## src/hdl/urs_pkg.sv

```systemverilog
// Shared types and constants for the USBTMC bulk-IN response segmenter.
// No dependencies; imported by every module of the block.
package urs_pkg;

    localparam int BUFFER_BYTES_DEF = 4096;

    localparam int ACTION_W   = 3;
    localparam int FETCH_W    = 12;
    localparam int TSIZE_W    = 32;
    localparam int OFFSET_W   = 12;
    localparam int LENGTH_W   = 13;
    localparam int S_TDATA_W  = 56;
    localparam int M_TDATA_W  = 48;

    localparam logic [7:0] STB_MAV = 8'h10;
    localparam logic [7:0] STB_SRQ = 8'h40;

    typedef enum logic [ACTION_W-1:0] {
        ACT_APPEND      = 3'd0,
        ACT_IN_REQUEST  = 3'd1,
        ACT_IN_COMPLETE = 3'd2,
        ACT_READ_STATUS = 3'd3,
        ACT_SET_SRQ     = 3'd4,
        ACT_CLEAR_OUT   = 3'd5,
        ACT_CLEAR_IN    = 3'd6,
        ACT_FETCH       = 3'd7
    } action_t;

    typedef struct packed {
        logic load;
        logic exec;
    } ctrl_cmd_t;

endpackage

```

## src/hdl/urs_ctrl.sv

```systemverilog
// Controller FSM for the response segmenter: capture, execute, deliver.
// Depends on urs_pkg.
module urs_ctrl (
    input  logic               clk,
    input  logic               rst_n,
    input  logic               s_tvalid,
    output logic               s_tready,
    output logic               m_tvalid,
    input  logic               m_tready,
    output urs_pkg::ctrl_cmd_t cmd
);
    import urs_pkg::*;

    typedef enum logic [2:0] {
        ST_IDLE = 3'b001,
        ST_EXEC = 3'b010,
        ST_DONE = 3'b100
    } state_t;

    state_t state_reg;
    state_t state_next;

    always_comb
    begin
        state_next = state_reg;
        case (state_reg)
            ST_IDLE:
            begin
                if (s_tvalid)
                begin
                    state_next = ST_EXEC;
                end
            end
            ST_EXEC:
            begin
                state_next = ST_DONE;
            end
            ST_DONE:
            begin
                if (m_tready)
                begin
                    state_next = ST_IDLE;
                end
            end
            default:
            begin
                state_next = ST_IDLE;
            end
        endcase
    end

    always_ff @(posedge clk or negedge rst_n)
    begin
        if (!rst_n)
        begin
            state_reg <= ST_IDLE;
        end
        else
        begin
            state_reg <= state_next;
        end
    end

    assign s_tready = (state_reg == ST_IDLE);
    assign m_tvalid = (state_reg == ST_DONE);
    assign cmd.load = s_tvalid && (state_reg == ST_IDLE);
    assign cmd.exec = (state_reg == ST_EXEC);

endmodule

```

## config.mk

```make
export PLATFORM = sky130hd
export DESIGN_NAME = urs_ctrl
export DESIGN_NICKNAME = d
export VERILOG_FILES = /design/src/hdl/urs_pkg.sv /design/src/hdl/urs_ctrl.sv
export SDC_FILE = /design/constraint.sdc
export NUM_CORES = 1
export LEC_CHECK = 0
export BUFFER_PORTS_ARGS = -buffer_cell sky130_fd_sc_hd__buf_4
export CAP_MARGIN = 20
export CORE_AREA = 2 2 39 41
export DETAILED_ROUTE_END_ITERATION = 10
export DIE_AREA = 0 0 41 43
export PLACE_DENSITY = 0.31
export SETUP_SLACK_MARGIN = 0.5
export SLEW_MARGIN = 0
export SYNTH_ARGS = -nofsm -noshare
export SYNTH_HDL_FRONTEND = slang
export SYNTH_SLANG_ARGS = --single-unit
```

## constraint.sdc

```tcl
create_clock -name clk -period 2.5 [get_ports clk]
set_input_delay 0.125 -clock clk [delete_from_list [all_inputs] [get_ports clk]]
set_output_delay 0.125 -clock clk [all_outputs]
set_load 0.05 [all_outputs]
```

==> Word level (Yosys, flattened, before mapping) <==
Cells that the tools add are included.
{ "classes": {"n_eq_ne": 5, "n_mux": 3, "reduce_logical": 2} }
{ "op_table": {"columns": ["operator", "n"], "rows": [
  ["$pmux 3 s3", 1],
  ["$mux 3", 2],
  ["$eq 3x1->1 const B", 1],
  ["$eq 3x2->1 const B", 1],
  ["$eq 3x3->1 const B", 1],
  ["$ne 2x1->1 const B", 1],
  ["$ne 2x2->1 const B", 1],
  ["$reduce_and 2->1", 1],
  ["$logic_and 1x1->1", 1]
]} }
{ "word_totals": {"inputBits": 4, "ff_bits": 3, "output_inout_bits": 4} }

==> Depth between registers and ports, before layout <==
Gate-level depths: netlist of run 1.
{ "depth": {"depth_word": 3, "depth_mapped": 2, "ltp_nobuf": 2} }

==> Worst setup path before layout of run 1 <==
No wires, ideal clock.
{ "synth_path": {"path_kind": "flip-flop to output port", "start": "register state_reg[0]", "end": "output port s_tready", "t_required_ps": 2375, "n_path_buf": 0, "arrival_ps": 1713, "slack_ps": 662, "stages_incl_launch_ff": 2, "cell_sequence": "dfstp_2 > nor3b_1"} }
{ "synth_between": {"elab_chain_cells": 1} }
{ "synth_rtl": {"columns": ["item", "line_no", "text"], "rows": [
  ["start: declaration", "urs_ctrl.sv:20", "state_t state_reg;"],
  ["start signal: assignment", "urs_ctrl.sv:60", "state_reg <= state_next;"],
  ["$eq 3x1->1", "urs_ctrl.sv:64", "assign s_tready = (state_reg == ST_IDLE);"],
  ["end: declaration", "urs_ctrl.sv:7", "output logic s_tready,"]
]} }
No other way between the ends.

==> results of run 1 <==
[power breakdown]
part / switching, W / total, W / internal, W / leakage, nW
sequential: 0.0000253 / 0.0000971 / 0.0000718 / 0.0371
combinational: 0.000105 / 0.000167 / 0.0000620 / 0.0588
clock: 0.0000242 / 0.0000840 / 0.0000598 / 0.0150
[critical path: cells and delay by family, from the launching register on]
kind	cells	cell delay (ns)
buffers and inverters	1	0.20
flip-flops	1	0.57
AND/OR/NAND/NOR	1	0.24
[cell usage in the layout (no fill, tap or decap), drive strengths merged]
master / count
clkbuf: 4
dfstp: 1
nor4b: 1
or2: 1
nor3b: 3
and4bb: 2
buf: 7
nor3: 1
dfrtp: 2
dlygate4sd3: 1
[cell families after synthesis]
family        after synthesis  share of synthesized area (%)
buf+inv                     1                           4.80
flops                       3                           48.8
simple gates                8                           46.4
[final timing paths]
kind,depth (start not counted),endpoint
max,2,cmd[1]
min,2,state_reg[1]
max reg2reg,2,state_reg[2]
min reg2reg,1,state_reg[1]
max in group asynchronous,2,state_reg[0]
min in group clk,2,state_reg[1]
[through the flow]
stage | cell area (um^2) | hold slack, ns | util, % | instances | total power, W
after global placement | 221 | -0.0864 | 16.0 | 34 | 0.000265
after CTS | 258 | 0.201 | 18.6 | 39 | 0.000356
after global routing | 258 | 0.212 | 18.6 | 39 | 0.000376
after detailed placement | 221 | -0.0849 | 16.0 | 34 | 0.000265
final | 258 | 0.221 | 18.6 | 39 | 0.000348
after floorplan | 156 | -0.171 | - | 12 | 0.000217
[area by class of cell]
| type | instances | area, um^2 |
|---|---|---|
| fillers | 155 | 1130 |
| flip-flops and latches | 3 | 76.3 |
| multi-input cells | 8 | 72.6 |
| repair buffers | 8 | 62.6 |
| clock buffers | 4 | 26.3 |
| well taps | 16 | 20.0 |
[routing by layer]
layer	track usage (%)	wire, um	vias to the layer above
met3	5.24	55	0
met5	0	0	-
met2	5.00	135	8
met1	6.47	165	62
li1	-	-	67
met4	6.00	0	0
[repair_timing]
action	CTS	global route
hold buffers	1	0
hold endpoints to repair	3	0
resized for setup	0	0
==> flow_metrics.tcl, run 1 <==
set metrics [dict create \
    largest_reg_flops 3 \
    grt_pass1_vias 138 \
    p_per_area_mw_per_mm2 1350 \
    drtIter0Drc 5 \
    crit_fanout 6 \
    place_hpwl_um 276 \
    core_area_mm2 0.00138 \
    clk_pin_slew_ns 0.04 \
    syn_inst 12 \
    setup_viol 0 \
    r2r_setup_slack_ns 1.51 \
    ys_ff_latch 3 \
    finalWeightedCongestion 0.538 \
    maxSlewHeadroom_pct 78.1 \
    ys_warn_count 0 \
    antenna_found_initial 0 \
    yosysUniqueCellTypes 9 \
    n_antenna_cell 0 \
    route.detailed.drc 0 \
    endpoint_kind "primary output" \
    fin_crit_sh_pct 54.6 \
    cts-root-buf "clkbuf_4" \
    synth_area_um2 156 \
    critPathKind "reg2out" \
    critPathArrivalTime_ns 1.24 \
    cp_data_required_time_ns 2.38 \
    start_util_pct 11.3 \
    grt_pass1_wl_um 572 \
    yosys-top-cells-area "dfrtp_1, dfstp_2, and4bb_2" \
    num_io_pins 8 \
    grt_max_degree 7 \
    ant_nets 0 \
    fin_setup_tns_ns 0 \
    gr-total-overflow 0 \
    die-area_mm2 0.00176 \
    tightest_slew_ns 0.324 \
    avgSynthCellArea_um2 13.0 \
    p_leak_nw 0.111 \
    clock_latency_ns 0.23 \
    first_pass_iters 2 \
    yosysTopAreaCell "dfrtp_1" \
    worst_setup_path_startpoint "state_reg[0]" \
    status "complete, no violations" \
    worstReg2RegStart "state_reg[1]" \
    die_w_um 41 \
    rsz0062_at_grt "false" \
    ys_top_cells_by_count "and4bb_2, dfrtp_1, nor3b_1" \
    ir_worst_vdd_uv 290 \
    crit_chain "and4bb_2, buf_4" \
    fmax_mhz 732 \
    num_rows 14 \
    max_cap_viol_count 0 \
    ctsLongestPathBuffers 2 \
    synth_nets 16 \
    min_path_type "in2async" \
    post_cts_buffers 0 \
    synth-main-ff-cell "dfrtp_1" \
    num_vias 137 \
    cts_sinks 3 \
    seq_area_frac_synth_pct 48.8 \
    synth_edf_count 0 \
    synthArstFlopShare_pct 100 \
    avgViaCountPerCell 3.51 \
    drive_above_1_share_pct 60.9 \
    hold_viol 0 \
    synth_top_cell_area_share_pct 32.0 \
    critPathSlowestCell "dfstp_2" \
    post-place-ws_ns 1.38 \
    numCtsBuffers 3 \
    finalCriticalPeriod_ns 1.37 \
    nets 28 \
    worstSetupStartpointType "register" \
    area_delta_synth_final_pct 64.8 \
    cpPeakStageDelay_ns 0.57 \
    finClkSkew_ns 0.000772 \
    htree_levels 1 \
    wl_um 355 \
    tritoncts "done" \
    wl_per_cell_um 9.10 \
    die_h_um 43 \
    maxSlewViolCount 0 \
    portBuffers 7 \
    setup_slack_ns 1.13 \
    grtUsageTotal_pct 5.53 \
]
Note: power is estimated with default switching activity, not from simulation.
==> inputs of run 2 (changes only) <==
==> constraint.sdc (replaced) <==
create_clock -name clk -period 1.34 [get_ports clk]
set_input_delay 0.067 -clock clk [delete_from_list [all_inputs] [get_ports clk]]
set_output_delay 0.067 -clock clk [all_outputs]
set_load 0.05 [all_outputs]
==> flow_metrics.tcl, run 2 (same netlist as run 1, synthesis figures left out) <==
set metrics [dict create \
    route.detailed.drc 0 \
    antenna_found_initial 0 \
    maxSlewViolCount 0 \
    sw_frac_of_total_pct 39.7 \
    avgViaCountPerCell 3.52 \
    core_area_mm2 0.00138 \
    maxSlewHeadroom_pct 81.8 \
    p_per_area_mw_per_mm2 2380 \
    p_clk_share_pct 17.4 \
    cp_data_required_time_ns 1.27 \
    numCtsBuffers 3 \
    fin_setup_tns_ns 0 \
    die-area_mm2 0.00176 \
    cts-root-buf "clkbuf_4" \
    regArea_um2 78.8 \
    worstReg2RegStart "state_reg[0]" \
    setup_viol 0 \
    place_hpwl_um 282 \
    pwr-share-comb_pct 59.9 \
    p_switching_w 0.000348 \
    endpoint_kind "primary output" \
    fmax_mhz 797 \
    drive_above_1_share_pct 89.3 \
    hold_viol 0 \
    ctsLongestPathBuffers 2 \
    final_cell_mix "buf_4, buf_6, nor3b_4, clkbuf_4, dfrtp_2" \
    p_int_w 0.000529 \
    grt_pass1_vias 169 \
    ant_nets 0 \
    num_io_pins 8 \
    tightest_slew_ns 0.272 \
    ir_worst_vdd_uv 431 \
    die_w_um 41 \
    gr-total-overflow 0 \
    critPathArrivalTime_ns 1.19 \
    reg2reg_to "state_reg[0]" \
    clock_latency_ns 0.23 \
    cts_sinks 3 \
    min_path_type "in2async" \
    grt_most_used_layer "met2" \
    finClkSkew_ns 0.00149 \
    critPathKind "reg2out" \
    drtIter0Drc 1 \
    finalWeightedCongestion 0.500 \
    grtUsageTotal_pct 5.63 \
    num_rows 14 \
    max_cap_viol_count 0 \
    clk_pin_slew_ns 0.03 \
    first_pass_iters 2 \
    portBuffers 7 \
    crit_fanout 5 \
    htree_levels 1 \
    grt_pass1_wl_um 607 \
    area_delta_synth_final_pct 135 \
    multi_input_area_um2 116 \
    start_util_pct 11.3 \
    fin_crit_sh_pct 93.6 \
    nets 33 \
    grt_util_met3_pct 3.14 \
    use_met1_pct 4.85 \
    largest_reg_flops 3 \
    die_h_um 43 \
    pwr-share-seq_pct 22.8 \
    wl_um 365 \
    tritoncts "done" \
    wl_per_cell_um 8.30 \
    r2r_setup_slack_ns 0.23 \
    worstSetupStartpointType "register" \
    utilization_pct 26.6 \
    grt_max_degree 7 \
    met2_usage_pct 8.13 \
    num_vias 155 \
    fill_cells 146 \
    rsz0062_at_grt "true" \
    finalCriticalPeriod_ns 1.25 \
    p_leak_nw 0.153 \
    status "complete, no violations" \
    r2r_cells 4 \
    n_antenna_cell 0 \
    final_common_cell "buf_4" \
]
==> run 2: critical path: stages (launching register included) <==
cell	delay, ns
dfstp_2	0.56
and4bb_4	0.26
buf_8	0.14
==> run 2: worst max path at each step <==
| stage | start | end | slack, ns | cells past startpoint |
|---|---|---|---|---|
| floorplan | state_reg[0] | s_tready | 0.19 | 1 |
| global placement | state_reg[1] | state_reg[2] | 0.20 | 2 |
| detailed placement | state_reg[1] | state_reg[2] | 0.20 | 2 |
| CTS | state_reg[0] | cmd[1] | 0.06 | 2 |
| global route | state_reg[0] | cmd[1] | 0.04 | 2 |
| finish | state_reg[0] | cmd[1] | 0.09 | 2 |
==> run 2: what timing repair did <==
item,4_1_cts,5_1_grt
buffers inserted,3,2
setup endpoints to repair,7,7
pin swaps,2,3
gates resized for setup,10,1
hold buffers,1,0
endpoints found under the hold margin,3,0
==> run 2: per-layer routing <==
layer | vias to the layer above | routed length [um] | share of wire (%)
li1 | 77 | - | -
met1 | 72 | 137 | 38
met2 | 6 | 217 | 59
met3 | 0 | 11 | 3.0
met4 | 0 | 0 | 0
met5 | - | 0 | 0
==> run 2: stage by stage <==
stage / power [W] / hold slack, ns / instances / cell area [um^2] / setup slack (ns)
4_1_cts: 0.000857 / 0.158 / 42 / 349 / 0.0643
5_1_grt: 0.000922 / 0.173 / 44 / 368 / 0.0421
2_1_floorplan: 0.000475 / -0.229 / 12 / 188 / 0.187
3_3_place_gp: 0.000562 / -0.142 / 34 / 253 / 0.203
3_5_place_dp: 0.000562 / -0.143 / 34 / 253 / 0.202
6_report: 0.000876 / 0.158 / 44 / 368 / 0.0861
==> run 2: final cells by class <==
class	instances	area share, %
Timing Repair Buffer	13	34.4
Clock buffer	4	7.14
Multi-Input combinational cell	8	31.6
Tap cell	16	5.44
Sequential cell	3	21.4
==> run 2: power groups by stage <==
stage | registers [W] | clock network [W] | logic [W]
floorplan | 0.000193 | 0 | 0.000282
global placement | 0.000209 | 0 | 0.000353
detailed placement | 0.000209 | 0 | 0.000353
CTS | 0.000207 | 0.000160 | 0.000491
global route | 0.000212 | 0.000162 | 0.000548
finish | 0.000200 | 0.000152 | 0.000524
==> inputs of run 3 (changes only) <==
--- a/config.mk
+++ b/config.mk
@@ -5,12 +5,13 @@
 export SDC_FILE = /design/constraint.sdc
 export NUM_CORES = 1
 export LEC_CHECK = 0
+export ABC_AREA = 1
 export BUFFER_PORTS_ARGS = -buffer_cell sky130_fd_sc_hd__buf_4
 export CAP_MARGIN = 20
 export CORE_AREA = 2 2 39 41
 export DETAILED_ROUTE_END_ITERATION = 10
 export DIE_AREA = 0 0 41 43
-export PLACE_DENSITY = 0.31
+export PLACE_DENSITY = 0.33
 export SETUP_SLACK_MARGIN = 0.5
 export SLEW_MARGIN = 0
 export SYNTH_ARGS = -nofsm -noshare
==> flow_metrics.tcl, run 3 <==
set metrics [dict create \
    syn_inst 21 \
    p_per_area_mw_per_mm2 2720 \
    fill_cells 164 \
    hold_viol 0 \
    critPathArrivalTime_ns 1.16 \
    fin_crit_sh_pct 91.6 \
    max_cap_viol_count 0 \
    ys_warn_count 0 \
    num_vias 176 \
    cp_data_required_time_ns 1.27 \
    finalWeightedCongestion 0.557 \
    maxSlewViolCount 0 \
    clk_pin_slew_ns 0.04 \
    wl_per_cell_um 7.31 \
    largest_reg_flops 3 \
    grt_pass1_wl_um 669 \
    wl_um 380 \
    n_antenna_cell 0 \
    finClkSkew_ns 0.00120 \
    synth-compound-area-share_pct 0 \
    htree_levels 1 \
    seq_area_frac_synth_pct 43.9 \
    hp-start "s_tvalid" \
    ys_ff_latch 3 \
    grt_max_degree 5 \
    yosysTopAreaCell "dfrtp_1" \
    setup_viol 0 \
    yosysUniqueCellTypes 11 \
    die_h_um 43 \
    fin_setup_tns_ns 0 \
    r2r_setup_slack_ns 0.33 \
    crit_fanout 4 \
    p_leak_nw 0.186 \
    avgSynthCellArea_um2 8.28 \
    route.detailed.drc 0 \
    r2r_cells 4 \
    ir_worst_vdd_uv 1290 \
    num_rows 14 \
    grtUsageTotal_pct 6.04 \
    critPathSlowestCell "dfstp_2" \
    numCtsBuffers 3 \
    total_power_w 0.000957 \
    clock_latency_ns 0.23 \
    tightest_slew_ns 0.213 \
    status "complete, no violations" \
    hold_path_depth 4 \
    min_path_type "in2reg" \
    ctsLongestPathBuffers 2 \
    portBuffers 7 \
    synth-main-ff-cell "dfrtp_1" \
    synth_top_family_by_area "simple AND/OR/NAND/NOR gates" \
    synth_top_cell_area_share_pct 28.8 \
    yosys-top-cells-area "dfrtp_1, dfstp_2, nand3b_4" \
    die_w_um 41 \
    worstSetupStartpointType "register" \
    ys_top_cells_by_count "inv_1, inv_2, nand2_1, nor2_1" \
    synth_simple_gate_area_share_pct 38.8 \
    maxSlewHeadroom_pct 85.8 \
    cts-root-buf "clkbuf_4" \
    grt_pass1_vias 188 \
    critPathKind "reg2out" \
    synth_mux_area_share_pct 0 \
    rsz0062_at_grt "true" \
    first_pass_iters 2 \
    synth_xor_area_share_pct 0 \
    tritoncts "done" \
    synth_fa_ha_area_share_pct 0 \
    core_area_mm2 0.00138 \
    final_common_cell "buf_4" \
    cpPeakStageDelay_ns 0.55 \
    final_cell_mix "buf_4, inv_1, nand2_1, clkbuf_4" \
    ant_nets 0 \
    fmax_mhz 815 \
    synth_area_um2 174 \
    area_delta_synth_final_pct 102 \
    worstReg2RegStart "state_reg[0]" \
    drtIter0Drc 2 \
    reg2reg_to "state_reg[0]" \
    synth_nets 25 \
    crit_chain "nand3b_4, nor2_4, buf_8" \
    drive_above_1_share_pct 63.9 \
    nets 41 \
    synthArstFlopShare_pct 100 \
    endpoint_kind "primary output" \
    finalCriticalPeriod_ns 1.23 \
    start_util_pct 12.6 \
    synth_edf_count 0 \
    die-area_mm2 0.00176 \
    antenna_found_initial 0 \
    num_io_pins 8 \
    cts_sinks 3 \
    avgViaCountPerCell 3.38 \
    min_to "state_reg[0]" \
    gr-total-overflow 0 \
]
[run 3: cell count changes in the layout (fill, tap and decap cells not counted), moves of 2 or more]
cell	previous run	this run
buf_6	5	2
dfrtp_1	0	2
dfrtp_2	2	0
inv_1	0	3
inv_2	0	2
nand2_1	0	3
nand3_1	0	2
nor3b_4	3	0
[run 3: worst max-delay path, delay by kind of cell (launching register included)]
kind / cells / cell delay [ns]
and+or+nand+nor: 2 / 0.23
DFF: 1 / 0.55
buffers and inverters: 1 / 0.15
[run 3: how the worst max path moves through the flow]
stage / start / endpoint / slack, ns / cells after the start
5_1_grt: state_reg[0] / cmd[1] / 0.06 / 3
4_1_cts: state_reg[0] / cmd[1] / 0.1 / 3
6_report: state_reg[0] / cmd[1] / 0.11 / 3
3_3_place_gp: state_reg[0] / cmd[1] / 0.28 / 3
2_1_floorplan: state_reg[0] / cmd[1] / 0.30 / 2
3_5_place_dp: state_reg[0] / cmd[1] / 0.28 / 3
[run 3: metal layers]
metal  track usage, %  vias to the layer above  share of wire (%)
met5                0                        -                  0
met4             4.00                        0                  0
met3             5.24                        0                 11
met2             8.13                        6                 49
met1             5.84                       78                 41
li1                 -                       92                  -
[run 3: timing repair]
item                       in CTS  in global routing
hold endpoints to repair        3                  0
hold buffers                    1                  0
buffers inserted                2                  2
gates resized for setup         5                  2
setup endpoints to repair       7                  7
pin swaps                       1                  0
[run 3: report_power, final]
part | internal (W) | switching, W
Combinational | 0.000278 | 0.000341
Clock | 0.000111 | 0.0000419
Sequential | 0.000139 | 0.0000457
[run 3: cell type report]
class,instances,area [um^2],share of cell area [%]
sequential,3,76.3,21.7
timing repair buffer,12,115,32.7
inverter,6,25.0,7.12
multi-input combinational,11,88.8,25.3
clock buffer,4,26.3,7.47
tap,16,20.0,5.69
[run 3: through the flow]
| step | util [%] | hold slack [ns] | cell area (um^2) | setup slack [ns] | std cells |
|---|---|---|---|---|---|
| 6_report | 25.4 | 0.0770 | 352 | 0.113 | 52 |
| 5_1_grt | 25.4 | 0.0848 | 352 | 0.0626 | 52 |
| 4_1_cts | 23.9 | 0.0666 | 330 | 0.0974 | 50 |
| 3_5_place_dp | 18.8 | -0.142 | 260 | 0.275 | 43 |
| 3_3_place_gp | 18.8 | -0.145 | 260 | 0.284 | 43 |
| 2_1_floorplan | - | -0.229 | 199 | 0.304 | 21 |
[run 3: cells by family (layout without fill, tap and decap cells)]
kind of cell           count (synthesis)  after routing
buffers and inverters                  7             22
DFF                                    3              3
and+or+nand+nor                       11             11
